===== src/rtl/core/srec_pkg.sv =====
// Shared types, constants and character functions of the S3 record encoder
package srec_pkg;

	localparam logic [1:0] REG_START_ADDRESS = 2'd0;
	localparam logic [1:0] REG_TOTAL_BYTES   = 2'd1;
	localparam logic [1:0] REG_LINE_END_MODE = 2'd2;

	localparam logic [1:0] LE_CR   = 2'd0;
	localparam logic [1:0] LE_LF   = 2'd1;
	localparam logic [1:0] LE_CRLF = 2'd2;

	localparam int QUEUE_DEPTH = 2;
	localparam int QPW         = $clog2(QUEUE_DEPTH);

	localparam logic [7:0] CH_CR = 8'h0d;
	localparam logic [7:0] CH_LF = 8'h0a;
	localparam logic [7:0] CH_S  = 8'h53;
	localparam logic [7:0] CH_3  = 8'h33;

	localparam logic [3:0] HDR_LAST  = 4'd11;
	localparam logic [3:0] TERM_LAST = 4'd13;

	typedef enum logic [2:0] {
		PH_IDLE,
		PH_HDR,
		PH_DATA,
		PH_SUM,
		PH_EOL,
		PH_TERM,
		PH_TEOL
	} phase_t;

	typedef struct packed {
		logic [7:0]  data;
		logic        hdr;
		logic [7:0]  cnt;
		logic [31:0] addr;
		logic        trl;
		logic [7:0]  sum;
		logic        term;
		logic [1:0]  eol;
	} cmd_t;

	function automatic logic [7:0] hex_char(input logic [3:0] nib);
		logic [7:0] r;
		if (nib < 4'd10) begin
			r = 8'h30 + {4'h0, nib};
		end else begin
			r = 8'h37 + {4'h0, nib};
		end
		return r;
	endfunction

	function automatic logic [7:0] term_char(input logic [3:0] idx);
		logic [7:0] r;
		case (idx)
			4'd0:    r = 8'h53;
			4'd1:    r = 8'h37;
			4'd3:    r = 8'h35;
			4'd12:   r = 8'h46;
			4'd13:   r = 8'h41;
			default: r = 8'h30;
		endcase
		return r;
	endfunction

endpackage


===== src/rtl/core/srec_front.sv =====
// Front end: accepts data bytes, tracks record state and builds commands
module srec_front #(
	parameter int RECORD_BYTES = 32
) (
	input  logic                clk,
	input  logic                arst_n,
	input  logic                in_valid,
	output logic                in_ready,
	input  logic [7:0]          data_byte,
	input  logic [31:0]         start_address,
	input  logic [31:0]         total_bytes,
	input  logic [1:0]          line_end_mode,
	input  logic                q_full,
	output logic                push,
	output srec_pkg::cmd_t      cmd
);

	localparam int          LW   = $clog2(RECORD_BYTES + 1);
	localparam logic [31:0] RB32 = 32'(RECORD_BYTES);

	logic           in_dump_q;
	logic [31:0]    addr_q;
	logic [31:0]    rem_q;
	logic [LW-1:0]  fill_q;
	logic [LW-1:0]  len_q;
	logic [7:0]     sum_q;

	logic [31:0]    cur_addr;
	logic [31:0]    cur_rem;
	logic [LW-1:0]  cur_fill;
	logic           hdr;
	logic [LW-1:0]  len;
	logic [7:0]     cnt;
	logic [7:0]     base;
	logic [7:0]     sum_new;
	logic [LW-1:0]  fill_new;
	logic           trl;
	logic [31:0]    rem_new;
	logic           term;

	assign in_ready = !q_full;
	assign push     = in_valid && in_ready;

	always_comb begin
		cur_addr = in_dump_q ? addr_q : start_address;
		if (in_dump_q) begin
			cur_rem = rem_q;
		end else begin
			cur_rem = (total_bytes == 32'd0) ? 32'd1 : total_bytes;
		end
		cur_fill = in_dump_q ? fill_q : '0;
		hdr      = (cur_fill == '0);
		if (hdr) begin
			len = (cur_rem < RB32) ? cur_rem[LW-1:0] : RB32[LW-1:0];
		end else begin
			len = len_q;
		end
		cnt = 8'(len) + 8'd5;
		if (hdr) begin
			base = cnt + cur_addr[31:24] + cur_addr[23:16] + cur_addr[15:8] + cur_addr[7:0];
		end else begin
			base = sum_q;
		end
		sum_new  = base + data_byte;
		fill_new = LW'(cur_fill + 1'b1);
		trl      = (fill_new >= len);
		rem_new  = cur_rem - 32'(len);
		term     = trl && (rem_new == 32'd0);

		cmd.data = data_byte;
		cmd.hdr  = hdr;
		cmd.cnt  = cnt;
		cmd.addr = cur_addr;
		cmd.trl  = trl;
		cmd.sum  = ~sum_new;
		cmd.term = term;
		cmd.eol  = line_end_mode;
	end

	always_ff @(posedge clk or negedge arst_n) begin
		if (!arst_n) begin
			in_dump_q <= 1'b0;
			fill_q    <= '0;
		end else if (push) begin
			if (trl) begin
				fill_q    <= '0;
				in_dump_q <= !term;
			end else begin
				fill_q    <= fill_new;
				in_dump_q <= 1'b1;
			end
		end
	end

	always_ff @(posedge clk) begin
		if (push) begin
			len_q  <= len;
			sum_q  <= sum_new;
			addr_q <= trl ? (cur_addr + 32'(len)) : cur_addr;
			rem_q  <= trl ? rem_new : cur_rem;
		end
	end

endmodule


===== src/rtl/core/srec_queue.sv =====
// Short command queue between the front end and the character sequencer
module srec_queue (
	input  logic            clk,
	input  logic            arst_n,
	input  logic            push,
	input  srec_pkg::cmd_t  push_cmd,
	input  logic            pop,
	output srec_pkg::cmd_t  head,
	output logic            full,
	output logic            empty
);

	srec_pkg::cmd_t            mem_q [srec_pkg::QUEUE_DEPTH];
	logic [srec_pkg::QPW-1:0]  wr_q;
	logic [srec_pkg::QPW-1:0]  rd_q;
	logic [srec_pkg::QPW:0]    cnt_q;

	assign full  = (cnt_q == (srec_pkg::QPW + 1)'(srec_pkg::QUEUE_DEPTH));
	assign empty = (cnt_q == '0);
	assign head  = mem_q[rd_q];

	always_ff @(posedge clk or negedge arst_n) begin
		if (!arst_n) begin
			wr_q  <= '0;
			rd_q  <= '0;
			cnt_q <= '0;
		end else begin
			if (push) begin
				wr_q <= (wr_q == srec_pkg::QPW'(srec_pkg::QUEUE_DEPTH - 1)) ? '0 : wr_q + 1'b1;
			end
			if (pop) begin
				rd_q <= (rd_q == srec_pkg::QPW'(srec_pkg::QUEUE_DEPTH - 1)) ? '0 : rd_q + 1'b1;
			end
			if (push && !pop) begin
				cnt_q <= cnt_q + 1'b1;
			end else if (pop && !push) begin
				cnt_q <= cnt_q - 1'b1;
			end
		end
	end

	always_ff @(posedge clk) begin
		if (push) begin
			mem_q[wr_q] <= push_cmd;
		end
	end

endmodule


===== src/rtl/core/srec_back.sv =====
// Back end: walks each command through its characters into the output register
module srec_back (
	input  logic            clk,
	input  logic            arst_n,
	input  logic            q_empty,
	input  srec_pkg::cmd_t  head,
	output logic            pop,
	output logic            out_valid,
	input  logic            out_ready,
	output logic [7:0]      out_char,
	output logic            dump_done
);

	srec_pkg::phase_t  state_q;
	srec_pkg::phase_t  state_d;
	srec_pkg::phase_t  step_state;
	logic [3:0]        idx_q;
	logic [3:0]        idx_d;
	logic [3:0]        step_idx;
	srec_pkg::cmd_t    cmd_q;

	logic              out_valid_q;
	logic [7:0]        out_char_q;
	logic              dump_done_q;

	logic              advance;
	logic              emit;
	logic              fin;
	logic              load;
	logic              eol_end;
	logic [7:0]        ch;
	logic              done;
	logic [2:0]        ni;
	logic [3:0]        nib;

	assign out_valid = out_valid_q;
	assign out_char  = out_char_q;
	assign dump_done = dump_done_q;
	assign pop       = load;

	always_comb begin
		advance    = !out_valid_q || out_ready;
		emit       = (state_q != srec_pkg::PH_IDLE) && advance;
		eol_end    = (cmd_q.eol == srec_pkg::LE_CR) || (cmd_q.eol == srec_pkg::LE_LF) ||
		             (idx_q == 4'd1);
		ni         = 3'(srec_pkg::HDR_LAST - idx_q);
		nib        = 4'(cmd_q.addr >> {ni, 2'b00});
		ch         = srec_pkg::CH_S;
		done       = 1'b0;
		fin        = 1'b0;
		step_state = state_q;
		step_idx   = idx_q + 4'd1;

		case (state_q)
			srec_pkg::PH_HDR: begin
				case (idx_q)
					4'd0:    ch = srec_pkg::CH_S;
					4'd1:    ch = srec_pkg::CH_3;
					4'd2:    ch = srec_pkg::hex_char(cmd_q.cnt[7:4]);
					4'd3:    ch = srec_pkg::hex_char(cmd_q.cnt[3:0]);
					default: ch = srec_pkg::hex_char(nib);
				endcase
				if (idx_q == srec_pkg::HDR_LAST) begin
					step_state = srec_pkg::PH_DATA;
					step_idx   = 4'd0;
				end
			end
			srec_pkg::PH_DATA: begin
				ch = srec_pkg::hex_char((idx_q == 4'd0) ? cmd_q.data[7:4] : cmd_q.data[3:0]);
				if (idx_q == 4'd1) begin
					step_idx = 4'd0;
					if (cmd_q.trl) begin
						step_state = srec_pkg::PH_SUM;
					end else begin
						fin = 1'b1;
					end
				end
			end
			srec_pkg::PH_SUM: begin
				ch = srec_pkg::hex_char((idx_q == 4'd0) ? cmd_q.sum[7:4] : cmd_q.sum[3:0]);
				if (idx_q == 4'd1) begin
					step_state = srec_pkg::PH_EOL;
					step_idx   = 4'd0;
				end
			end
			srec_pkg::PH_EOL: begin
				ch = ((cmd_q.eol == srec_pkg::LE_LF) || (idx_q == 4'd1)) ?
				     srec_pkg::CH_LF : srec_pkg::CH_CR;
				if (eol_end) begin
					step_idx = 4'd0;
					if (cmd_q.term) begin
						step_state = srec_pkg::PH_TERM;
					end else begin
						fin = 1'b1;
					end
				end
			end
			srec_pkg::PH_TERM: begin
				ch = srec_pkg::term_char(idx_q);
				if (idx_q == srec_pkg::TERM_LAST) begin
					step_state = srec_pkg::PH_TEOL;
					step_idx   = 4'd0;
				end
			end
			srec_pkg::PH_TEOL: begin
				ch = ((cmd_q.eol == srec_pkg::LE_LF) || (idx_q == 4'd1)) ?
				     srec_pkg::CH_LF : srec_pkg::CH_CR;
				if (eol_end) begin
					done = 1'b1;
					fin  = 1'b1;
				end
			end
			default: begin
				step_idx = idx_q;
			end
		endcase

		load = ((state_q == srec_pkg::PH_IDLE) || (emit && fin)) && !q_empty;

		if (load) begin
			state_d = head.hdr ? srec_pkg::PH_HDR : srec_pkg::PH_DATA;
			idx_d   = 4'd0;
		end else if (emit && fin) begin
			state_d = srec_pkg::PH_IDLE;
			idx_d   = 4'd0;
		end else if (emit) begin
			state_d = step_state;
			idx_d   = step_idx;
		end else begin
			state_d = state_q;
			idx_d   = idx_q;
		end
	end

	always_ff @(posedge clk or negedge arst_n) begin
		if (!arst_n) begin
			state_q     <= srec_pkg::PH_IDLE;
			idx_q       <= 4'd0;
			out_valid_q <= 1'b0;
		end else begin
			state_q <= state_d;
			idx_q   <= idx_d;
			if (emit) begin
				out_valid_q <= 1'b1;
			end else if (out_ready) begin
				out_valid_q <= 1'b0;
			end
		end
	end

	always_ff @(posedge clk) begin
		if (load) begin
			cmd_q <= head;
		end
		if (emit) begin
			out_char_q  <= ch;
			dump_done_q <= done;
		end
	end

endmodule


===== src/rtl/core/srecord_s3_encoder.sv =====
// Top level of the S3 record encoder
//
// Data bytes enter on in_valid/in_ready/data_byte; record text leaves one
// ASCII character per item on out_valid/out_ready/out_char, with dump_done
// set on the last character of the S7 terminator line. The user must write
// registers via cfg_we/cfg_index/cfg_data only while the block is idle (not
// enforced by the block): index 0 start address, 1 total byte count, 2 line-end mode.
// With the sequencer idle, the first character of a record passes the queue,
// the command register and the output register once its byte is accepted.
// Throughput: one character per cycle while out_ready is high, set by the
// character sequencer. A byte costs two characters; a record adds a
// 12-character header and a 3 or 4 character trailer, so a full 32-byte record
// takes about 2.5 characters per byte. The terminator adds 15 or 16 characters.
// A two-entry command queue lets the front end take bytes while the
// sequencer works; in_ready drops when that queue is full.
// When the receiver stalls, the output register holds its character and the
// queue fills, then the input stalls. Reset clears all record state, empties
// the queue and restores the register defaults.
module srecord_s3_encoder #(
	parameter int RECORD_BYTES = 32
) (
	input  logic        clk,
	input  logic        arst_n,
	input  logic        cfg_we,
	input  logic [1:0]  cfg_index,
	input  logic [31:0] cfg_data,
	input  logic        in_valid,
	output logic        in_ready,
	input  logic [7:0]  data_byte,
	output logic        out_valid,
	input  logic        out_ready,
	output logic [7:0]  out_char,
	output logic        dump_done
);

	logic [31:0]     start_address_q;
	logic [31:0]     total_bytes_q;
	logic [1:0]      line_end_mode_q;

	logic            push;
	logic            pop;
	logic            q_full;
	logic            q_empty;
	srec_pkg::cmd_t  push_cmd;
	srec_pkg::cmd_t  head;

	always_ff @(posedge clk or negedge arst_n) begin
		if (!arst_n) begin
			start_address_q <= 32'd0;
			total_bytes_q   <= 32'd1;
			line_end_mode_q <= srec_pkg::LE_CRLF;
		end else if (cfg_we) begin
			case (cfg_index)
				srec_pkg::REG_START_ADDRESS: start_address_q <= cfg_data;
				srec_pkg::REG_TOTAL_BYTES:   total_bytes_q   <= cfg_data;
				srec_pkg::REG_LINE_END_MODE: line_end_mode_q <= cfg_data[1:0];
				default: begin
				end
			endcase
		end
	end

	srec_front #(
		.RECORD_BYTES(RECORD_BYTES)
	) u_front (
		.clk           (clk),
		.arst_n        (arst_n),
		.in_valid      (in_valid),
		.in_ready      (in_ready),
		.data_byte     (data_byte),
		.start_address (start_address_q),
		.total_bytes   (total_bytes_q),
		.line_end_mode (line_end_mode_q),
		.q_full        (q_full),
		.push          (push),
		.cmd           (push_cmd)
	);

	srec_queue u_queue (
		.clk      (clk),
		.arst_n   (arst_n),
		.push     (push),
		.push_cmd (push_cmd),
		.pop      (pop),
		.head     (head),
		.full     (q_full),
		.empty    (q_empty)
	);

	srec_back u_back (
		.clk       (clk),
		.arst_n    (arst_n),
		.q_empty   (q_empty),
		.head      (head),
		.pop       (pop),
		.out_valid (out_valid),
		.out_ready (out_ready),
		.out_char  (out_char),
		.dump_done (dump_done)
	);

endmodule


===== config.mk =====
export PLATFORM = sky130hd
export DESIGN_NAME = srecord_s3_encoder
export DESIGN_NICKNAME = d
export VERILOG_FILES = /design/src/rtl/core/srec_pkg.sv /design/src/rtl/core/srec_front.sv /design/src/rtl/core/srec_queue.sv /design/src/rtl/core/srec_back.sv /design/src/rtl/core/srecord_s3_encoder.sv
export SDC_FILE = /design/constraint.sdc
export NUM_CORES = 1
export LEC_CHECK = 0
export BUFFER_PORTS_ARGS = -buffer_cell sky130_fd_sc_hd__buf_2
export CORE_ASPECT_RATIO = 2
export CORE_MARGIN = 2
export CORE_UTILIZATION = 40
export DETAILED_ROUTE_END_ITERATION = 10
export PLACE_DENSITY = 0.61
export SETUP_SLACK_MARGIN = 0.1
export SLEW_MARGIN = 20
export SYNTH_ARGS = -nofsm -noshare
export SYNTH_HDL_FRONTEND = slang
export SYNTH_SLANG_ARGS = --single-unit

===== constraint.sdc =====
create_clock -name clk -period 9.1 [get_ports clk]
set_clock_uncertainty 0.1 [all_clocks]
set_input_delay 0.91 -clock clk [delete_from_list [all_inputs] [get_ports clk]]
set_output_delay 0.91 -clock clk [all_outputs]
set_load 0.1 [all_outputs]

# [Yosys cells after proc, flatten, opt, wreduce, memory -nomap -nowiden]
# Memory sizes are Yosys's and may differ from the RTL's.
# Index checks and enable logic that the tools add are counted.
[word_totals] register_bits=232 mem_bits_rw=120 inputBits=47 word_cells=177 memories=1
[memory_table] memory="u_queue.mem_q" depth=2 width=60 read_ports=1 rd_clocked_by_memory_dff=0 write_ports=1 line_no="srec_queue.sv:13" text="srec_pkg::cmd_t mem_q [srec_pkg::QUEUE_DEPTH];"
[op_classes] addsub=25 order_cmp=7 eq_ne=23 shifts=1 n_mux=56 bitwise_logic=1 n_reduce_logical=39
[ops] op="32-bit 2-to-1 mux" n=5
[ops] op="6-bit by 4-bit adder with 7-bit output, first input constant" n=10
[ops] op="32-bit logical NOT" n=2
[ops] op="8-bit 2-to-1 mux" n=6
[ops] op="8-bit adder" n=5
[ops] op="8-bit one-hot mux with 5 select lines" n=1
[ops] op="4-bit 2-to-1 mux" n=9
[ops] op="7-bit one-hot mux with 5 select lines" n=1
[ops] op="3-bit 2-to-1 mux" n=11
[ops] op="32-bit by 6-bit adder with 32-bit output" n=1
[ops] op="32-bit by 6-bit less-than comparator with 1-bit output, second input constant" n=1
[ops] op="8-bit one-hot mux with 4 select lines" n=1
[ops] op="32-bit by 5-bit right shift with 4-bit output" n=1
[ops] op="32-bit by 6-bit subtractor with 32-bit output" n=1
[ops] op="4-bit by 2-bit != test with 1-bit output, second input constant" n=7
[ops] op="6-bit 2-to-1 mux" n=4
[ops] op="4-bit less-than comparator, second input constant" n=5
[ops] op="4-bit one-hot mux with 5 select lines" n=1
[ops] op="3-bit one-hot mux with 5 select lines" n=1
[ops] op="7-bit nonzero test" n=2
[ops] op="4-bit equality test, second input constant" n=3
[ops] op="1-bit 2-to-1 mux" n=12
[ops] op="3-bit equality test, second input constant" n=3
[ops] op="9-bit AND reduction" n=1
[ops] op="28 further kinds" n=58

# [Logic depth before layout (Yosys ltp)]
# Gate-level depths: netlist (run 1).
[depth] word_depth=14 mapped_depth=37 depth_no_buf=28

# [By module]
# Synthesis (run 1) repeated with hierarchy kept, for this count alone.
[unflattened] hier_cells=1486 hier_area_um2=19053.3
[by_module_without_submodules] module="srec_front" n_inst=1 cells_each=809 area_each_um2=7654.8 seq_area_each_um2=2517.4
[by_module_without_submodules] module="srec_queue" n_inst=1 cells_each=206 area_each_um2=4889.7 seq_area_each_um2=3763.6
[by_module_without_submodules] module="srec_back" n_inst=1 cells_each=330 area_each_um2=4010.1 seq_area_each_um2=2242.2
[by_module_without_submodules] module="srecord_s3_encoder" n_inst=1 cells_each=141 area_each_um2=2498.6 seq_area_each_um2=1654.1

# [Worst setup path after synthesis (run 1)]
# No wires, ideal clock.
[synth_path] path_type="register -> register" startpoint="register u_front.in_dump_q" endpoint="memory u_queue.mem_q[0][10] (netlist name) (data pin)" setup_time_ns=0.273 arrival_time_ns=7.285 required_time_ns=8.727 path_slack_ns=1.442 stages_incl_launch_ff=34 path_buffers=9 period_less_slack_ns=7.658 path_cell_list="dfrtp_1 -> buf_4 -> buf_2 -> buf_4 -> buf_4 -> buf_2 -> buf_2 -> clkbuf_1 -> buf_1 -> nand2_1 -> ha_1 -> nand2_1 -> inv_1 -> nand4_1 -> or2_1 -> buf_2 -> o21ai_0 -> ha_1 -> fa_1 -> inv_1 -> fa_1 -> fa_1 -> inv_1 -> ha_1 -> fa_1 -> nand2_1 -> nand2_1 -> ha_1 -> a21oi_1 -> o21bai_1 -> a21oi_1 -> o21bai_1 -> a21oi_1 -> xor2_1"
[synth_rtl] element="from (decl)" line_no="srec_front.sv:21" text="logic in_dump_q;"
[synth_rtl] element="from (signal assigned)" line_no="srec_front.sv:87" text="in_dump_q <= !term;"
[synth_rtl] element="to (decl)" line_no="srec_queue.sv:13"

==> results.txt, run 1 <==
----------------------------------------------------
[Global routing]
  Number of global-route vias before repair ... 12240
  Global route overflow ... 0
  Largest net degree at the start of global routing ... 67
  Initial antenna violation count ... 0
  Global Route Usage Sum ... 20.11%
  Wire length of the first global-routing pass ... 71550 um

[Synthesis]
  Synth cell types ... 85
  Syn nets ... 1560
  Number of warning messages in the yosys log ... 0
  Most used flip-flop cell after synthesis ... edfxtp_1
  Share of synthesized flip-flops with an asynchronous set or reset ... 24.29%
  Sequential cell area fraction in the yosys report ... 55.42%
  Number of synthesized register bits ... 350
  Cells after Synth ... 1448
  Mapped Area ... 0.01820 mm2
  Avg Cell Area, Syn ... 12.57 um2
  Number of synthesized flops with an enable pin ... 265

[Layout]
  Count of nets after finishing ... 1615
  Proportion of layout cells with a drive suffix above 1 ... 19.78%
  Commonest cells after routing, fill and taps aside ... edfxtp_1 (265), mux2_2 (144), nand2_1 (107), inv_1 (105), dfrtp_1 (81)
  Layout overhead on the synthesized area ... 10.51%
  Most common cell after layout, fill and taps aside ... edfxtp_1
  Antenna Diode Count ... 0
  Non-filler cells, final ... 2087

[Floorplan]
  Overall die height ... 305.7 um
  Die Footprint ... 0.04733 mm2
  Top-Level Pins ... 58
  Total number of placement rows ... 110
  Horizontal die dimension ... 154.8 um
  Starting Density ... 40.44%
  Placeable core region ... 0.04501 mm2

[STA]
  Fmax ... 131.0 MHz
  Number of failing hold endpoints at the final stage ... 0
  Period utilization ... 83.88%
  Total setup violations reported at the end of the flow ... 0
  Worst Tran Pin Value ... 1189 ps
  Number of max-slew violations in the final report ... 0
  Max-Slew Margin vs Limit ... 18.50%
  Setup repair after global routing missed its margin ... false
  Minimum period implied by the final worst setup slack ... 7633 ps
  Total negative setup slack ... 0 ps
  Worst setup slack after layout ... 1467 ps
  Hold slack final ... 267.8 ps

[Clocking]
  Buffers inserted by post-CTS timing repair ... 0
  H-tree level count ... 1
  Number of buffers created by CTS ... 31
  Clock network latency to the later pin of the worst-skew pair ... 590 ps
  Count of clock tree sinks ... 350
  CTS tree ... yes
  Clock transition at the registers of the reported paths ... 70 ps
  Number of hold buffers added after CTS ... 0
  Buffer type at the clock tree root ... clkbuf_16
  Number of gates resized after cts ... 0
  Maximum count of clock buffers along a single path ... 3

[Routing]
  Total detailed-routing wirelength ... 47330 um
  Per-cell routed wire length ... 22.68 um
  Initial DRC Count ... 782
  DRC violations left ... 0
  Via count ... 11570
  Post-detailed-route count of antenna-violating nets ... 0
  First-pass iteration count of the detailed router ... 7
  Mean number of vias per cell ... 5.542

[Power]
  Power consumption ... 7.684 mW
  Pleak ... 7.668 nW
  Max VDD drop ... 305.5 uV
  Ratio of total power to cell area ... 382.0 mW/mm2

[Critical path]
  Crit path max-delay cell type ... dfrtp_4
  Req. time, crit path ... 9310 ps
  Most frequent CP cell ... fa_1
  Worst setup path class ... reg -> reg
  Critical path, cell by cell ... or3b_1, a222oi_1, nand3_2, or2_1, o21ai_1, ha_1, fa_1, inv_1, fa_1, fa_1, inv_1, ha_1, fa_1, nand2_1, nand2_1, ha_1, a21oi_1, o21bai_1, a21oi_1, o21bai_1, a21oi_1, xor2_1
  Top delay family on crit path ... adder cells
  Launching element of the worst setup path ... u_front.in_dump_q
  Source of the worst register-to-register timing path ... u_front.in_dump_q
  Crit path largest cell delay ... 880 ps
  Worst endpoint data arrival time ... 7850 ps
  Critical-path maximum fanout ... 58
  Setup crit start kind ... register
  Type of destination of the critical path ... register
  Crit path buffers/inverters ... 2

[Job]
  Total of max-cap violations ... 0

[Placed design]
  Gp weighted congestion ... 0.9596
  Placed Instances ... 2030
  DPL Wire Length ... 35870 um
  Buffers added on ports ... 56
  Setup Slack @ Placement ... 1503 ps

[Worst hold path]
  Worst min-delay path category ... in -> async

[Status]
  Run status ... finished clean

----------------------------------------------------
worst register-to-register path, cell delays in order (launching register included):
cell and delay (ps):
dfrtp_4 880, or3b_1 460, a222oi_1 610, nand3_2 340, or2_1 470, o21ai_1 490, ha_1 370, fa_1 500
inv_1 50, fa_1 470, fa_1 520, inv_1 50, ha_1 220, fa_1 430, nand2_1 70, nand2_1 60
ha_1 310, a21oi_1 230, o21bai_1 100, a21oi_1 220, o21bai_1 90, a21oi_1 250, xor2_1 120
through the flow:
step	instance area, um2	utilization [%]
finish	20110	44.69
global route	20110	44.69
CTS	20110	44.69
detailed placement	19130	42.52
global placement	19130	42.52
floorplan	18200	-
registers in the layout, indices dropped and copies added, names as in the netlist, 4 cells and up:
name and count:
start_address_q 32, u_front.rem_q 32, u_front.sum_q 8, u_back.cmd_q 59, u_queue.mem_q 120, u_back.out_char 7, u_back.idx_q 4, u_front.addr_q 32
total_bytes_q 32, u_front.len_q 6, u_front.fill_q 6
cell usage after synthesis (11+ instances only):
cell type / n / area, um2
edfxtp_1: 265 / 7958
mux2_2: 144 / 1622
nand2_1: 107 / 401.6
inv_1: 106 / 397.9
dfrtp_1: 83 / 2077
nor2_1: 76 / 285.3
xnor2_1: 74 / 648.1
mux2i_1: 69 / 690.7
a21oi_1: 53 / 265.3
o21ai_0: 46 / 230.2
ha_1: 42 / 525.5
clkbuf_1: 31 / 116.4
nor3_1: 30 / 150.1
xor2_1: 30 / 262.8
fa_1: 23 / 460.4
nand3_1: 19 / 95.09
nor4_1: 14 / 87.58
nand2b_1: 13 / 81.33
or3_1: 11 / 68.82
layout make-up:
cell class                 count  area [um2]
clock inverter                18       126.4
fill                        4087       24890
timing repair buffer          74       417.9
tap                          560       700.7
sequential                   350       10090
inverter                     106       399.1
multi-input combinational    940        7522
clock buffer                  39       853.3
power breakdown:
group	switching, mW	internal (mW)	leakage, nW
clock network	0.616	0.673	0.490
logic	2.19	1.45	3.77
registers	0.305	2.45	3.41
total	3.11	4.57	7.67
routing by layer:
layer	global-route usage, %	vias to the layer above	wire length [um]
met2	40.18	300	27170
met4	14.00	0	3585
met1	18.58	5736	15190
li1	-	5396	-
met3	1.730	134	1388
met5	0	-	0
logic make-up after synthesis:
logic type               synth area share [%]
AO/OA/AOI/OAI                           7.473
XOR/XNOR                                5.004
adder cells (fa/ha/maj)                 5.472
buffers and inverters                   3.423
flip-flops                              55.42
multiplexers                            13.69
other                                 0.02060
AND/OR/NAND/NOR                         9.493
worst paths after layout:
path                       slack [ps]  cells past startpoint                   end
max in group asynchronous        7530                      2     u_front.in_dump_q
max reg2reg                      1470                     22  u_queue.mem_q[1][10]
min in group clk                  380                      0   u_queue.mem_q[1][0]
max                              1470                     22  u_queue.mem_q[1][10]
min reg2reg                       380                      0   u_queue.mem_q[1][0]
min                               270                      1          u_queue.rd_q
Note: power is estimated with default switching activity, not from simulation.
==> run 2: changes to the inputs <==
PLACE_DENSITY = 0.63   (was 0.61)
clock period = 6.3 ns   (was 9.1 ns; I/O delays follow)
==> run 2 against run 1 <==
The flow now finishes with violations (negative setup slack). Sequential share of layout area shrank 2.6 points. Largest cell class unchanged. Hold slack worse by 82 ps. Highest routed layer unchanged. Core utilization is 2.5 points higher. Maximum frequency increased by 19%. Wire length rose by 4.4%. First-iteration DRC count is 0.38% higher. Critical path type unchanged. Via count grew 4.2%. Cell area increased by 5.5%. Die area stayed put. Setup slack lost 1600 ps.
==> results.txt, run 2 (synthesized netlist as in run 1, its figures left out) <==
----------------------------------------------------
[Global routing]
  Wire length of the first global-routing pass ... 74450 um
  Largest net degree at the start of global routing ... 62
  Initial antenna violation count ... 0
  Global route overflow ... 0
  Number of global-route vias before repair ... 12810
  Global Route Usage Sum ... 20.88%

[STA]
  Max-Slew Margin vs Limit ... 26.44%
  Number of max-slew violations in the final report ... 0
  Fmax ... 156.1 MHz
  Total setup violations reported at the end of the flow ... 6
  Number of failing hold endpoints at the final stage ... 0
  Setup repair after global routing missed its margin ... true
  Worst Tran Pin Value ... 1073 ps
  Worst setup slack after layout ... -105.3 ps
  Period utilization ... 101.7%
  Minimum period implied by the final worst setup slack ... 6405 ps

[Critical path]
  Setup crit start kind ... register
  Worst endpoint data arrival time ... 6620 ps
  Req. time, crit path ... 6510 ps
  Critical-path maximum fanout ... 6
  Type of destination of the critical path ... register
  Worst setup path class ... reg -> reg
  FF-to-FF setup slack ... -110 ps

[Placed design]
  DPL Wire Length ... 37420 um
  Buffers added on ports ... 56
  Area after DPL ... 0.01982 mm2
  Gp weighted congestion ... 0.9533

[Layout]
  Count of nets after finishing ... 1707
  Register with the most flip-flops ... u_queue.mem_q
  Proportion of layout cells with a drive suffix above 1 ... 26.81%
  Regs by FF count ... u_queue.mem_q x120, u_back.cmd_q x59
  Final-layout fill cell count ... 3974
  Commonest cells after routing, fill and taps aside ... edfxtp_1 (265), mux2_2 (144), buf_4 (104), nand2_1 (103), inv_1 (97)
  Largest register FFs ... 120
  Antenna Diode Count ... 0
  Post-route cell area ... 0.02122 mm2
  FF/Latch Area ... 0.01009 mm2
  Footprint of the multi-input gates ... 0.007824 mm2
  Most common cell after layout, fill and taps aside ... edfxtp_1
  Layout overhead on the synthesized area ... 16.60%

[Floorplan]
  Total number of placement rows ... 110
  Horizontal die dimension ... 154.8 um
  Top-Level Pins ... 58
  Die Footprint ... 0.04733 mm2
  Starting Density ... 40.44%
  Overall die height ... 305.7 um
  Placeable core region ... 0.04501 mm2

[Clocking]
  Maximum count of clock buffers along a single path ... 3
  Count of clock tree sinks ... 350
  Clock transition at the registers of the reported paths ... 70 ps
  H-tree level count ... 1
  CTS tree ... yes
  Number of buffers created by CTS ... 31
  Buffer type at the clock tree root ... clkbuf_16
  Clock network latency to the later pin of the worst-skew pair ... 580 ps

[Routing]
  Post-detailed-route count of antenna-violating nets ... 0
  Mean number of vias per cell ... 5.531
  DRC violations left ... 0
  Via count ... 12050
  First-pass iteration count of the detailed router ... 4
  Initial DRC Count ... 785
  Total detailed-routing wirelength ... 49410 um
  Per-cell routed wire length ... 22.67 um

[Power]
  Ratio of total power to cell area ... 590.5 mW/mm2
  Max VDD drop ... 554.8 uV
  Power consumption ... 12.53 mW
  Pleak ... 8.196 nW

[Worst hold path]
  Worst min-delay path category ... in -> reg

[Job]
  Total of max-cap violations ... 0

[Status]
  Violations in the final reports ... negative setup slack
  Run status ... finished with violations

----------------------------------------------------
[run 2: routing by layer]
metal,share of wire [%],wire length (um),up-vias,track usage (%)
met5,0,0,-,0
met4,9.9,4913,0,17.68
met3,2.7,1324,172,1.800
met2,55,27410,292,40.32
met1,32,15750,6000,19.20
li1,-,-,5587,-
[run 2: where the power goes]
part           internal, mW  total, mW  switching (mW)
combinational          2.85       6.63            3.78
clock                  1.16       2.04           0.877
sequential             3.54       3.86           0.325
total                  7.55       12.5            4.98
[run 2: cell type report]
class,count,share of cell area (%)
Tap cell,560,3.301
Multi-Input combinational cell,940,36.86
Clock buffer,37,3.761
Inverter,106,1.881
Clock inverter,20,1.297
Timing Repair Buffer,166,5.341
Sequential cell,350,47.55
[run 2: path summary, 6_finish.rpt]
| kind | end | startpoint | depth (start not counted) |
|---|---|---|---|
| worst min register to register | u_queue.mem_q[0][0] | line_end_mode_q[0] | 0 |
| max in group asynchronous | u_front.in_dump_q | arst_n | 3 |
| min in group asynchronous | u_queue.rd_q | arst_n | 2 |
| worst max-delay path | u_queue.mem_q[0][10] | u_front.in_dump_q | 25 |
| worst min-delay path | u_queue.mem_q[1][53] | data_byte[1] | 1 |
| worst max register to register | u_queue.mem_q[0][10] | u_front.in_dump_q | 25 |
[run 2: worst max-delay path, cell delays in order (launching register included)]
cell      delay (ps)
dfrtp_4          500
buf_6            150
or3_1            370
a222oi_1         480
buf_4            210
nand3_4          100
or2_4            330
o21ai_4          200
ha_4             240
fa_1             470
inv_1             50
fa_1             440
fa_1             510
inv_2             50
ha_4             160
fa_2             400
a21oi_2          130
nor2_1            80
nor2_2           150
xnor2_2          130
o21ai_1           70
ha_1             330
inv_2             50
o21bai_1         160
a21oi_2          100
xor2_1           180
[run 2: what timing repair did]
action,in CTS,in global routing
resized for setup,20,22
hold endpoints to repair,3,0
pin swaps,23,20
setup buffers,10,3
hold buffers,1,0
endpoints found under the setup margin,14,15
[run 2: per-stage QoR]
stage | worst slack (ps) | util, % | hold slack, ps | std cells | TNS [ps]
3_5_place_dp | -257.4 | 44.04 | 356.3 | 2109 | -1638
5_1_grt | -329.2 | 47.16 | 172.8 | 2179 | -2379
4_1_cts | -37.80 | 46.82 | 167.8 | 2177 | -75.56
2_1_floorplan | -179.0 | - | 234.4 | 1448 | -881.5
6_report | -105.3 | 47.16 | 186.1 | 2179 | -457.6
3_3_place_gp | -153.0 | 44.04 | 349.3 | 2109 | -824.4
